File: src/rtl/core/vsau_pkg.sv
package vsau_pkg;

    typedef enum logic [1:0] {
        OP_WRITE = 2'd0,
        OP_READ  = 2'd1,
        OP_TICK  = 2'd2,
        OP_NONE  = 2'd3
    } t_op;

    localparam logic [2:0] REG_CTRL   = 3'd0;
    localparam logic [2:0] REG_MASK   = 3'd1;
    localparam logic [2:0] REG_STATUS = 3'd2;
    localparam logic [2:0] REG_SCROLL = 3'd5;
    localparam logic [2:0] REG_ADDR   = 3'd6;
    localparam logic [2:0] REG_DATA   = 3'd7;

    localparam logic [13:0]       PALETTE_BASE = 14'h3F00;
    localparam logic [8:0]        DOT_LAST     = 9'd340;
    localparam logic signed [9:0] LINE_PRE     = -10'sd1;
    localparam logic signed [9:0] LINE_VIS_END = 10'sd240;
    localparam logic signed [9:0] LINE_VBLANK  = 10'sd241;
    localparam logic signed [9:0] LINE_WRAP    = 10'sd261;
    localparam logic [4:0]        COARSE_Y_ROW_END = 5'd29;
    localparam logic [4:0]        COARSE_MAX       = 5'd31;
    localparam logic [8:0]        DOT_VCOPY_LO = 9'd280;
    localparam logic [8:0]        DOT_VCOPY_HI = 9'd305;

    localparam int IN_DATA_W  = 24;
    localparam int OUT_DATA_W = 56;

    typedef struct packed {
        logic [7:0] mem_data;
        logic [7:0] write_data;
        logic [2:0] reg_index;
        t_op        op;
    } t_item;

    typedef struct packed {
        logic [8:0]        dot;
        logic signed [9:0] scanline;
        logic              frame_wrap;
        logic              nmi_pulse;
        logic              vblank;
        logic [7:0]        mem_wdata;
        logic              mem_write;
        logic [13:0]       mem_addr;
        logic [7:0]        read_data;
    } t_result;

endpackage

File: src/rtl/core/vsau_in_reg.sv
module vsau_in_reg (
    input  logic                        i_clk,
    input  logic                        i_rst_n,
    input  logic                        i_valid,
    output logic                        o_ready,
    input  logic [vsau_pkg::IN_DATA_W-1:0] i_data,
    input  logic                        i_take,
    output logic                        o_valid,
    output vsau_pkg::t_item             o_item
);

    logic            r_valid;
    vsau_pkg::t_item r_item;

    assign o_ready = !r_valid || i_take;
    assign o_valid = r_valid;
    assign o_item  = r_item;

    always_ff @(posedge i_clk) begin
        if (!i_rst_n) begin
            r_valid <= 1'b0;
        end else if (o_ready) begin
            r_valid <= i_valid;
        end
    end

    always_ff @(posedge i_clk) begin
        if (o_ready && i_valid) begin
            r_item <= vsau_pkg::t_item'(i_data[20:0]);
        end
    end

endmodule

File: src/rtl/core/vsau_core.sv
module vsau_core (
    input  logic              i_clk,
    input  logic              i_rst_n,
    input  logic              i_fire,
    input  vsau_pkg::t_item   i_item,
    output vsau_pkg::t_result o_result
);

    logic [7:0]        r_ctrl, n_ctrl;
    logic [7:0]        r_mask, n_mask;
    logic              r_vblank, n_vblank;
    logic              r_toggle, n_toggle;
    logic [7:0]        r_rbuf, n_rbuf;
    logic [2:0]        r_fine_x, n_fine_x;
    logic [14:0]       r_cur, n_cur;
    logic [14:0]       r_tmp, n_tmp;
    logic signed [9:0] r_line, n_line;
    logic [8:0]        r_dot, n_dot;

    always_comb begin
        logic [14:0] step;
        logic [14:0] v;
        logic [4:0]  cy;
        logic [8:0]  d;
        logic        rendering;
        logic        used_addr;
        logic        nmi;
        logic        frame;
        logic        mw;
        logic [7:0]  rd;

        n_ctrl   = r_ctrl;
        n_mask   = r_mask;
        n_vblank = r_vblank;
        n_toggle = r_toggle;
        n_rbuf   = r_rbuf;
        n_fine_x = r_fine_x;
        n_cur    = r_cur;
        n_tmp    = r_tmp;
        n_line   = r_line;
        n_dot    = r_dot;
        step      = r_ctrl[2] ? 15'd32 : 15'd1;
        rendering = r_mask[3] || r_mask[4];
        used_addr = 1'b0;
        nmi       = 1'b0;
        frame     = 1'b0;
        mw        = 1'b0;
        rd        = 8'd0;
        v         = r_cur;
        cy        = r_cur[9:5];
        d         = r_dot;

        case (i_item.op)
            vsau_pkg::OP_WRITE: begin
                case (i_item.reg_index)
                    vsau_pkg::REG_CTRL: begin
                        n_ctrl        = i_item.write_data;
                        n_tmp[11:10]  = i_item.write_data[1:0];
                    end
                    vsau_pkg::REG_MASK: begin
                        n_mask = i_item.write_data;
                    end
                    vsau_pkg::REG_SCROLL: begin
                        if (!r_toggle) begin
                            n_fine_x   = i_item.write_data[2:0];
                            n_tmp[4:0] = i_item.write_data[7:3];
                        end else begin
                            n_tmp[14:12] = i_item.write_data[2:0];
                            n_tmp[9:5]   = i_item.write_data[7:3];
                        end
                        n_toggle = !r_toggle;
                    end
                    vsau_pkg::REG_ADDR: begin
                        if (!r_toggle) begin
                            n_tmp[14]   = 1'b0;
                            n_tmp[13:8] = i_item.write_data[5:0];
                        end else begin
                            n_tmp[7:0] = i_item.write_data;
                            n_cur      = {r_tmp[14:8], i_item.write_data};
                        end
                        n_toggle = !r_toggle;
                    end
                    vsau_pkg::REG_DATA: begin
                        used_addr = 1'b1;
                        mw        = 1'b1;
                        n_cur     = r_cur + step;
                    end
                    default: begin
                    end
                endcase
            end
            vsau_pkg::OP_READ: begin
                case (i_item.reg_index)
                    vsau_pkg::REG_STATUS: begin
                        rd       = {r_vblank, 2'b00, r_rbuf[4:0]};
                        n_vblank = 1'b0;
                        n_toggle = 1'b0;
                    end
                    vsau_pkg::REG_DATA: begin
                        used_addr = 1'b1;
                        n_rbuf    = i_item.mem_data;
                        rd        = (r_cur[13:0] >= vsau_pkg::PALETTE_BASE) ?
                                    i_item.mem_data : r_rbuf;
                        n_cur     = r_cur + step;
                    end
                    default: begin
                    end
                endcase
            end
            vsau_pkg::OP_TICK: begin
                if (r_line >= vsau_pkg::LINE_PRE && r_line < vsau_pkg::LINE_VIS_END) begin
                    if (r_line == 10'sd0 && r_dot == 9'd0) begin
                        d = 9'd1;
                    end else if (r_line == vsau_pkg::LINE_PRE && r_dot == 9'd1) begin
                        n_vblank = 1'b0;
                    end else if (((r_dot >= 9'd2 && r_dot < 9'd258) ||
                                  (r_dot >= 9'd321 && r_dot < 9'd338)) &&
                                 r_dot[2:0] == 3'd0 && rendering) begin
                        if (v[4:0] == vsau_pkg::COARSE_MAX) begin
                            v[4:0] = 5'd0;
                            v[10]  = !v[10];
                        end else begin
                            v[4:0] = v[4:0] + 5'd1;
                        end
                    end
                    if (d == 9'd256) begin
                        if (rendering) begin
                            if (v[14:12] != 3'd7) begin
                                v[14:12] = v[14:12] + 3'd1;
                            end else begin
                                v[14:12] = 3'd0;
                                cy       = v[9:5];
                                if (cy == vsau_pkg::COARSE_Y_ROW_END) begin
                                    cy    = 5'd0;
                                    v[11] = !v[11];
                                end else if (cy == vsau_pkg::COARSE_MAX) begin
                                    cy = 5'd0;
                                end else begin
                                    cy = cy + 5'd1;
                                end
                                v[9:5] = cy;
                            end
                        end
                    end else if (d == 9'd257) begin
                        if (rendering) begin
                            v[10]  = r_tmp[10];
                            v[4:0] = r_tmp[4:0];
                        end
                    end
                    if (r_line == vsau_pkg::LINE_PRE && d >= vsau_pkg::DOT_VCOPY_LO &&
                        d < vsau_pkg::DOT_VCOPY_HI && rendering) begin
                        v[14:11] = r_tmp[14:11];
                        v[9:5]   = r_tmp[9:5];
                    end
                end
                n_cur = v;
                if (r_line == vsau_pkg::LINE_VBLANK && d == 9'd1) begin
                    n_vblank = 1'b1;
                    nmi      = r_ctrl[7];
                end
                if (d == vsau_pkg::DOT_LAST) begin
                    n_dot  = 9'd0;
                    n_line = r_line + 10'sd1;
                    if (n_line == vsau_pkg::LINE_WRAP) begin
                        n_line = vsau_pkg::LINE_PRE;
                        frame  = 1'b1;
                    end
                end else begin
                    n_dot = d + 9'd1;
                end
            end
            default: begin
            end
        endcase

        o_result.read_data  = rd;
        o_result.mem_addr   = used_addr ? r_cur[13:0] : n_cur[13:0];
        o_result.mem_write  = mw;
        o_result.mem_wdata  = mw ? i_item.write_data : 8'd0;
        o_result.vblank     = n_vblank;
        o_result.nmi_pulse  = nmi;
        o_result.frame_wrap = frame;
        o_result.scanline   = n_line;
        o_result.dot        = n_dot;
    end

    always_ff @(posedge i_clk) begin
        if (!i_rst_n) begin
            r_ctrl   <= 8'd0;
            r_mask   <= 8'd0;
            r_vblank <= 1'b0;
            r_toggle <= 1'b0;
            r_rbuf   <= 8'd0;
            r_fine_x <= 3'd0;
            r_cur    <= 15'd0;
            r_tmp    <= 15'd0;
            r_line   <= 10'sd0;
            r_dot    <= 9'd0;
        end else if (i_fire) begin
            r_ctrl   <= n_ctrl;
            r_mask   <= n_mask;
            r_vblank <= n_vblank;
            r_toggle <= n_toggle;
            r_rbuf   <= n_rbuf;
            r_fine_x <= n_fine_x;
            r_cur    <= n_cur;
            r_tmp    <= n_tmp;
            r_line   <= n_line;
            r_dot    <= n_dot;
        end
    end

endmodule

File: src/rtl/core/vsau_out_reg.sv
module vsau_out_reg (
    input  logic              i_clk,
    input  logic              i_rst_n,
    input  logic              i_load,
    input  vsau_pkg::t_result i_result,
    input  logic              i_ready,
    output logic              o_free,
    output logic              o_valid,
    output vsau_pkg::t_result o_result
);

    logic              r_valid;
    vsau_pkg::t_result r_result;

    assign o_free   = !r_valid || i_ready;
    assign o_valid  = r_valid;
    assign o_result = r_result;

    always_ff @(posedge i_clk) begin
        if (!i_rst_n) begin
            r_valid <= 1'b0;
        end else if (o_free) begin
            r_valid <= i_load;
        end
    end

    always_ff @(posedge i_clk) begin
        if (i_load) begin
            r_result <= i_result;
        end
    end

endmodule

File: src/rtl/core/video_scroll_address_unit.sv
// Picture unit register port and dot timer with the current/temporary scroll
// address scheme. Each request (register write, register read or one dot tick)
// is captured in an input register, resolved in one pass against the unit state
// and held in an output register; one request per clock is sustained while the
// output side is ready. A data register read expects the video memory byte at the
// current address with the request. Results carry the memory address and strobe,
// vblank, NMI and frame strobes, and the scanline and dot after the request.
module video_scroll_address_unit (
    input  logic        i_clk,
    input  logic        i_rst_n,
    input  logic        s_axis_tvalid,
    output logic        s_axis_tready,
    // op[1:0], reg_index[4:2], write_data[12:5], mem_data[20:13], zeros above.
    input  logic [23:0] s_axis_tdata,
    output logic        m_axis_tvalid,
    input  logic        m_axis_tready,
    // read_data[7:0], mem_addr[21:8], mem_write[22], mem_wdata[30:23],
    // vblank[31], nmi_pulse[32], frame_wrap[33], scanline[43:34], dot[52:44].
    output logic [55:0] m_axis_tdata
);

    logic              in_valid;
    logic              out_free;
    logic              fire;
    vsau_pkg::t_item   item;
    vsau_pkg::t_result result;
    vsau_pkg::t_result out_result;

    assign fire = in_valid && out_free;

    vsau_in_reg u_in_reg (
        .i_clk   (i_clk),
        .i_rst_n (i_rst_n),
        .i_valid (s_axis_tvalid),
        .o_ready (s_axis_tready),
        .i_data  (s_axis_tdata),
        .i_take  (fire),
        .o_valid (in_valid),
        .o_item  (item)
    );

    vsau_core u_core (
        .i_clk    (i_clk),
        .i_rst_n  (i_rst_n),
        .i_fire   (fire),
        .i_item   (item),
        .o_result (result)
    );

    vsau_out_reg u_out_reg (
        .i_clk    (i_clk),
        .i_rst_n  (i_rst_n),
        .i_load   (fire),
        .i_result (result),
        .i_ready  (m_axis_tready),
        .o_free   (out_free),
        .o_valid  (m_axis_tvalid),
        .o_result (out_result)
    );

    assign m_axis_tdata = {3'b000, out_result};

    a_nmi_in_vblank: assert property (@(posedge i_clk) disable iff (!i_rst_n)
        (m_axis_tvalid && out_result.nmi_pulse) |-> out_result.vblank)
        else $error("NMI pulse without vblank");

    a_frame_wrap: assert property (@(posedge i_clk) disable iff (!i_rst_n)
        (m_axis_tvalid && out_result.frame_wrap) |->
        (out_result.scanline == vsau_pkg::LINE_PRE && out_result.dot == 9'd0))
        else $error("frame strobe away from line wrap");

    a_write_no_read: assert property (@(posedge i_clk) disable iff (!i_rst_n)
        (m_axis_tvalid && out_result.mem_write) |-> (out_result.read_data == 8'd0 &&
        !out_result.nmi_pulse && !out_result.frame_wrap))
        else $error("memory write mixed with read or tick result");

    a_dot_range: assert property (@(posedge i_clk) disable iff (!i_rst_n)
        m_axis_tvalid |-> (out_result.dot <= vsau_pkg::DOT_LAST))
        else $error("dot counter out of range");

endmodule

File: config.mk
export PLATFORM = sky130hd
export DESIGN_NAME = video_scroll_address_unit
export DESIGN_NICKNAME = d
export VERILOG_FILES = /design/src/rtl/core/vsau_pkg.sv /design/src/rtl/core/vsau_in_reg.sv /design/src/rtl/core/vsau_core.sv /design/src/rtl/core/vsau_out_reg.sv /design/src/rtl/core/video_scroll_address_unit.sv
export SDC_FILE = /design/constraint.sdc
export NUM_CORES = 1
export LEC_CHECK = 0
export BUFFER_PORTS_ARGS = -buffer_cell sky130_fd_sc_hd__buf_4
export CAP_MARGIN = 10
export CORE_MARGIN = 1
export CORE_UTILIZATION = 59
export CTS_BUF_LIST = sky130_fd_sc_hd__clkbuf_8 sky130_fd_sc_hd__clkbuf_16
export CTS_CLUSTER_SIZE = 40
export DETAILED_ROUTE_END_ITERATION = 16
export PLACE_DENSITY = 0.8
export SYNTH_ARGS = -nofsm -noshare
export SYNTH_HDL_FRONTEND = slang
export SYNTH_SLANG_ARGS = --single-unit
File: constraint.sdc
create_clock -name i_clk -period 3.9 [get_ports i_clk]
set_input_delay 0.585 -clock i_clk [delete_from_list [all_inputs] [get_ports i_clk]]
set_output_delay 0.585 -clock i_clk [all_outputs]
set_load 0.1 [all_outputs]
### Yosys cells after proc, flatten, opt, wreduce, memory -nomap -nowiden

Index checks and enable logic that the tools add are counted.

| storage, ports and cells | value |
|---|---|
| bits in registers | 148 |
| output and inout port bits | 58 |
| word-level logic and storage cells | 184 |

| cells by class | value |
|---|---|
| add/sub/neg operators | 6 |
| magnitude comparators | 9 |
| equal/unequal tests | 31 |
| mux-type cells | 66 |
| reductions and logical operators | 44 |

Operator list:

| cell | number |
|---|---|
| two-way mux 5 bit | 15 |
| two-way mux 9 bit | 7 |
| two-way mux 15 bit | 3 |
| one-hot mux 15 bit (3 select lines) | 1 |
| two-way mux 10 bit | 3 |
| one-hot mux 15 bit (2 select lines) | 1 |
| equality test 9 bit, second input constant | 3 |
| less-than comparator 9 bit, second input constant | 3 |
| two-way mux 1 bit | 20 |
| one-hot mux 10 bit (2 select lines) | 1 |
| equality test 9 x 1 -> 1 bit, second input constant | 2 |
| greater-or-equal comparator 9 bit, second input constant | 2 |
| two-way mux 8 bit | 2 |
| one-hot mux 8 bit (2 select lines) | 1 |
| adder 15 bit | 1 |
| equality test 5 bit, second input constant | 3 |
| AND reduction 5 bit | 3 |
| greater-or-equal comparator 14 bit, second input constant | 1 |
| two-way mux 14 bit | 1 |
| logical AND 1 bit | 13 |
| two-way mux 4 bit | 3 |
| adder 10 x 2 -> 10 bit, second input constant | 1 |
| adder 5 x 1 -> 5 bit, second input constant | 2 |
| equality test 10 x 1 -> 1 bit, second input constant | 1 |
| other kinds (36) | 63 |

### Depth between registers and ports, before layout

| logic depth | value |
|---|---|
| word-level depth | 14 |
| mapped depth | 12 |
| depth with buffers taken out | 12 |

### Hierarchy

From an unflattened synthesis, not the netlist that was laid out.

| unflattened totals | value |
|---|---|
| cells, all modules | 823 |
| area total of the unflattened synthesis | 7524.7 sq um |

By module, submodules not included:

| module | instances | cells an instance | area each (sq um) | sequential area each (sq um) |
|---|---|---|---|---|
| vsau_core | 1 | 735 | 5163.7 | 1261.2 |
| vsau_out_reg | 1 | 57 | 1640.3 | 1611.5 |
| vsau_in_reg | 1 | 26 | 688.2 | 650.6 |
| video_scroll_address_unit | 1 | 5 | 32.5 | 0.0 |

### Worst setup path before layout

No wires, ideal clock.

| path | value |
|---|---|
| path kind | reg2reg |
| start point | register u_out_reg.r_valid (netlist: u_out_reg.o_valid) |
| end point | register u_out_reg.r_result, in the netlist u_out_reg.o_result[0], enable pin |
| setup time | 438 ps |
| data arrival time | 2780 ps |
| setup slack | 682 ps |
| stages on the path, launching flop included | 5 |
| path buffers | 1 |
| period minus slack after synthesis | 3218 ps |
| cell sequence | dfxtp_1 nand2b_1 nand2_1 inv_2 clkbuf_1 |

| between the ends | value |
|---|---|
| word-level cells in the longest chain between the ends | 3 |

RTL lines:

| item | RTL line | source |
|---|---|---|
| from (decl) | vsau_out_reg.sv:12 | `logic r_valid;` |
| from (signal assigned) | vsau_out_reg.sv:23 | `r_valid <= i_load;` |
| zero test 1 bit | vsau_out_reg.sv:15 | `assign o_free = !r_valid \|\| i_ready;` |
| logical OR 1 bit | vsau_out_reg.sv:15 |  |
| logical AND 1 bit | video_scroll_address_unit.sv:29 | `assign fire = in_valid && out_free;` |
| via fire | video_scroll_address_unit.sv:24 | `logic fire;` |
| to (signal assigned) | vsau_out_reg.sv:29 | `r_result <= i_result;` |
| to (decl) | vsau_out_reg.sv:13 | `vsau_pkg::t_result r_result;` |

The timed path passes the listed nets, and every way through them passes these cells.
A chain may end at the register's enable or synchronous reset.

==> impl_metrics.tcl <==
set metrics [dict create \
    outcome "finished clean" \
    rrSetupSlack_ns 0.52 \
    ys.flop_type "edfxtp_1" \
    drt_iter0_markers 954 \
    tns_ns 0 \
    die_area_um2 13700 \
    min_path_type "input pin to flip-flop" \
    io_buffers 79 \
    cap_violations 0 \
    ant_nets 0 \
    first_global_vias 6695 \
    synth_most_common_cell "nor2_1" \
    ys_seq_area_share_pct 45.1 \
    synth_common_cells "nor2_1 (87), edfxtp_1 (74), dfxtp_1 (65)" \
    antenna_cells 0 \
    clock_sinks 139 \
    finalClockSkew_ns 0.00568 \
    track_usage_pct 34.6 \
    antenna_found_initial 0 \
    synth_cell_types 81 \
    postSynthAreaPerCell_um2 9.26 \
    fin_crit_ns 3.38 \
    yosysWarnings 0 \
    syn2layout_area_growth_pct 16.6 \
    worst-path-max-fanout 10 \
    ctsResizeCount 0 \
    clk_latency_ns 0.42 \
    period_share_pct 86.5 \
    max_freq_mhz 296 \
    required_ns 4.08 \
    drive_gt1_share_pct 16.2 \
    fillers 959 \
    hpwl_um 15600 \
    grt_max_degree 60 \
    gp_congestion 0.966 \
    drt-total-wl_um 22800 \
    postCtsHoldBufs 0 \
    total_leakage_power_nw 3.48 \
    worst_pin_slew_ns 0.936 \
    cts_tree "built" \
    cts_buffers 17 \
    grt_setup_unrepaired "no" \
    clk_path_buf_depth 2 \
    core_um2 12800 \
    setup_ws_ns 0.525 \
    routedWlPerCell_um 21.0 \
    drt-pass1-iter-count 6 \
    final_max_slew_viol_count 0 \
    p_per_area_nw_per_um2 416 \
    vias 7212 \
    synthTopCellsByArea "edfxtp_1 (28%), dfxtp_1 (17%), nor2_1 (4.2%)" \
    pin_count 86 \
    overflow 0 \
    worstSetupEndpointType "flip-flop" \
    htree_levels 4 \
    cts-root-buf "clkbuf_16" \
    critPathKind "flip-flop to flip-flop" \
    synthesis.area_um2 7820 \
    die_w_um 117 \
    drc_errors 0 \
    die_h_um 117 \
    grt_pass1_wl_um 35500 \
    fin_nets 953 \
    viasPerCell 6.63 \
    hold_viol_final 0 \
    place_ws_ns 0.626 \
    critPathLaunchType "flip-flop" \
    async_flop_share_pct 0 \
    cp_data_arrival_time_ns 3.55 \
    synth_edf_count 74 \
    clk_pin_slew_worst_paths_ns 0.06 \
    max_slew_margin_pct 37.2 \
    final_util_pct 71.4 \
    synth_top_area_cell "edfxtp_1" \
    num_rows 41 \
    post_cts_buffers 0 \
    ir_drop_uv 390 \
    start_util_pct 61.2 \
    synth_top_area_share_pct 28.4 \
    ys_seq_elements 139 \
    netlist_instances 844 \
    setup_violations 0 \
]
## sequential cells by signal, indices dropped and copies added (netlist names)
name	cells
u_core.r_line	10
u_out_reg.o_valid	1
u_out_reg.o_result	53
u_core.r_toggle	1
u_core.r_rbuf	8
u_core.r_dot	9
u_core.r_tmp	15
u_core.r_ctrl	2
u_core.r_mask	2
u_in_reg.o_item	21
u_core.r_vblank	1
u_in_reg.o_valid	1
u_core.r_cur	15
## path summary, 6_finish.rpt
| check | from | endpoint | depth (start not counted) |
|---|---|---|---|
| min reg2reg | u_core.r_rbuf[6] | u_core.r_rbuf[6] | 2 |
| max | u_core.r_line[0] | u_out_reg.o_result[39] | 11 |
| min | s_axis_tdata[7] | u_in_reg.o_item[7] | 1 |
| max reg2reg | u_core.r_line[0] | u_out_reg.o_result[39] | 11 |
## kinds of logic after synthesis
group / share of synthesized area (%)
XOR/XNOR: 1.90
AND/OR/NAND/NOR: 20.6
AO/OA/AOI/OAI: 21.3
flip-flops: 45.1
adder cells (fa/ha/maj): 3.52
buffers and inverters: 4.72
other: 0.0480
multiplexers: 2.85
## cell usage in the layout, fill, tap and decap left out, types with 8 or more instances in the layout
cell,n
buf_4,96
nor2_1,87
edfxtp_1,74
dfxtp_1,65
nand2_1,60
a21oi_1,51
o21ai_0,50
nand3_1,38
inv_1,27
and3_1,25
ha_1,22
mux2i_1,20
a31oi_1,17
clkbuf_16,17
nand4_1,16
nor3_1,13
nor2b_1,12
a211oi_1,12
nor4_1,11
xnor2_1,11
a22oi_1,10
or3_1,9
and2_1,9
o21a_1,8
## metal layers
| layer | global-route usage (%) | wire (µm) | vias up |
|---|---|---|---|
| met1 | 47.6 | 9460 | 3436 |
| li1 | - | - | 3294 |
| met3 | 7.42 | 2190 | 59 |
| met2 | 53.6 | 10600 | 423 |
| met4 | 13.3 | 592 | 0 |
| met5 | 0 | 0 | - |
## final cells by class
class	count	area [µm²]	share of cell area, %
clock buffers	17	425	4.66
flip-flops and latches	139	3520	38.6
inverters	29	109	1.19
clock inverters	15	173	1.89
repair buffers	97	741	8.12
multi-input cells	619	3930	43.1
well taps	172	215	2.36
## worst max-delay path, cell delays in order, from the launching register on
cell,delay (ns)
dfxtp_1,0.47
inv_1,0.12
ha_1,0.22
nor3b_1,0.16
a31oi_1,0.28
ha_1,0.18
or3b_1,0.33
or3_4,0.36
or3_1,0.39
a31oi_4,0.36
a22oi_1,0.15
o21a_1,0.13
## stage by stage
step | instance area, µm² | total power [mW] | hold WS, ns | cells
final | 9120 | 3.79 | 0.335 | 1088
after CTS | 9120 | 3.79 | 0.327 | 1088
after global placement | 8520 | 2.15 | 0.476 | 1056
after floorplan | 7830 | 2.03 | 0.450 | 846
after detailed placement | 8520 | 2.16 | 0.493 | 1056
after global routing | 9120 | 3.89 | 0.324 | 1088
## power by group
| group | internal, mW | switching (mW) | total (mW) |
|---|---|---|---|
| registers | 1.60 | 0.0532 | 1.65 |
| clock network | 1.00 | 0.645 | 1.65 |
| logic | 0.119 | 0.375 | 0.493 |
No activity file was read; power rests on OpenSTA's default activity.
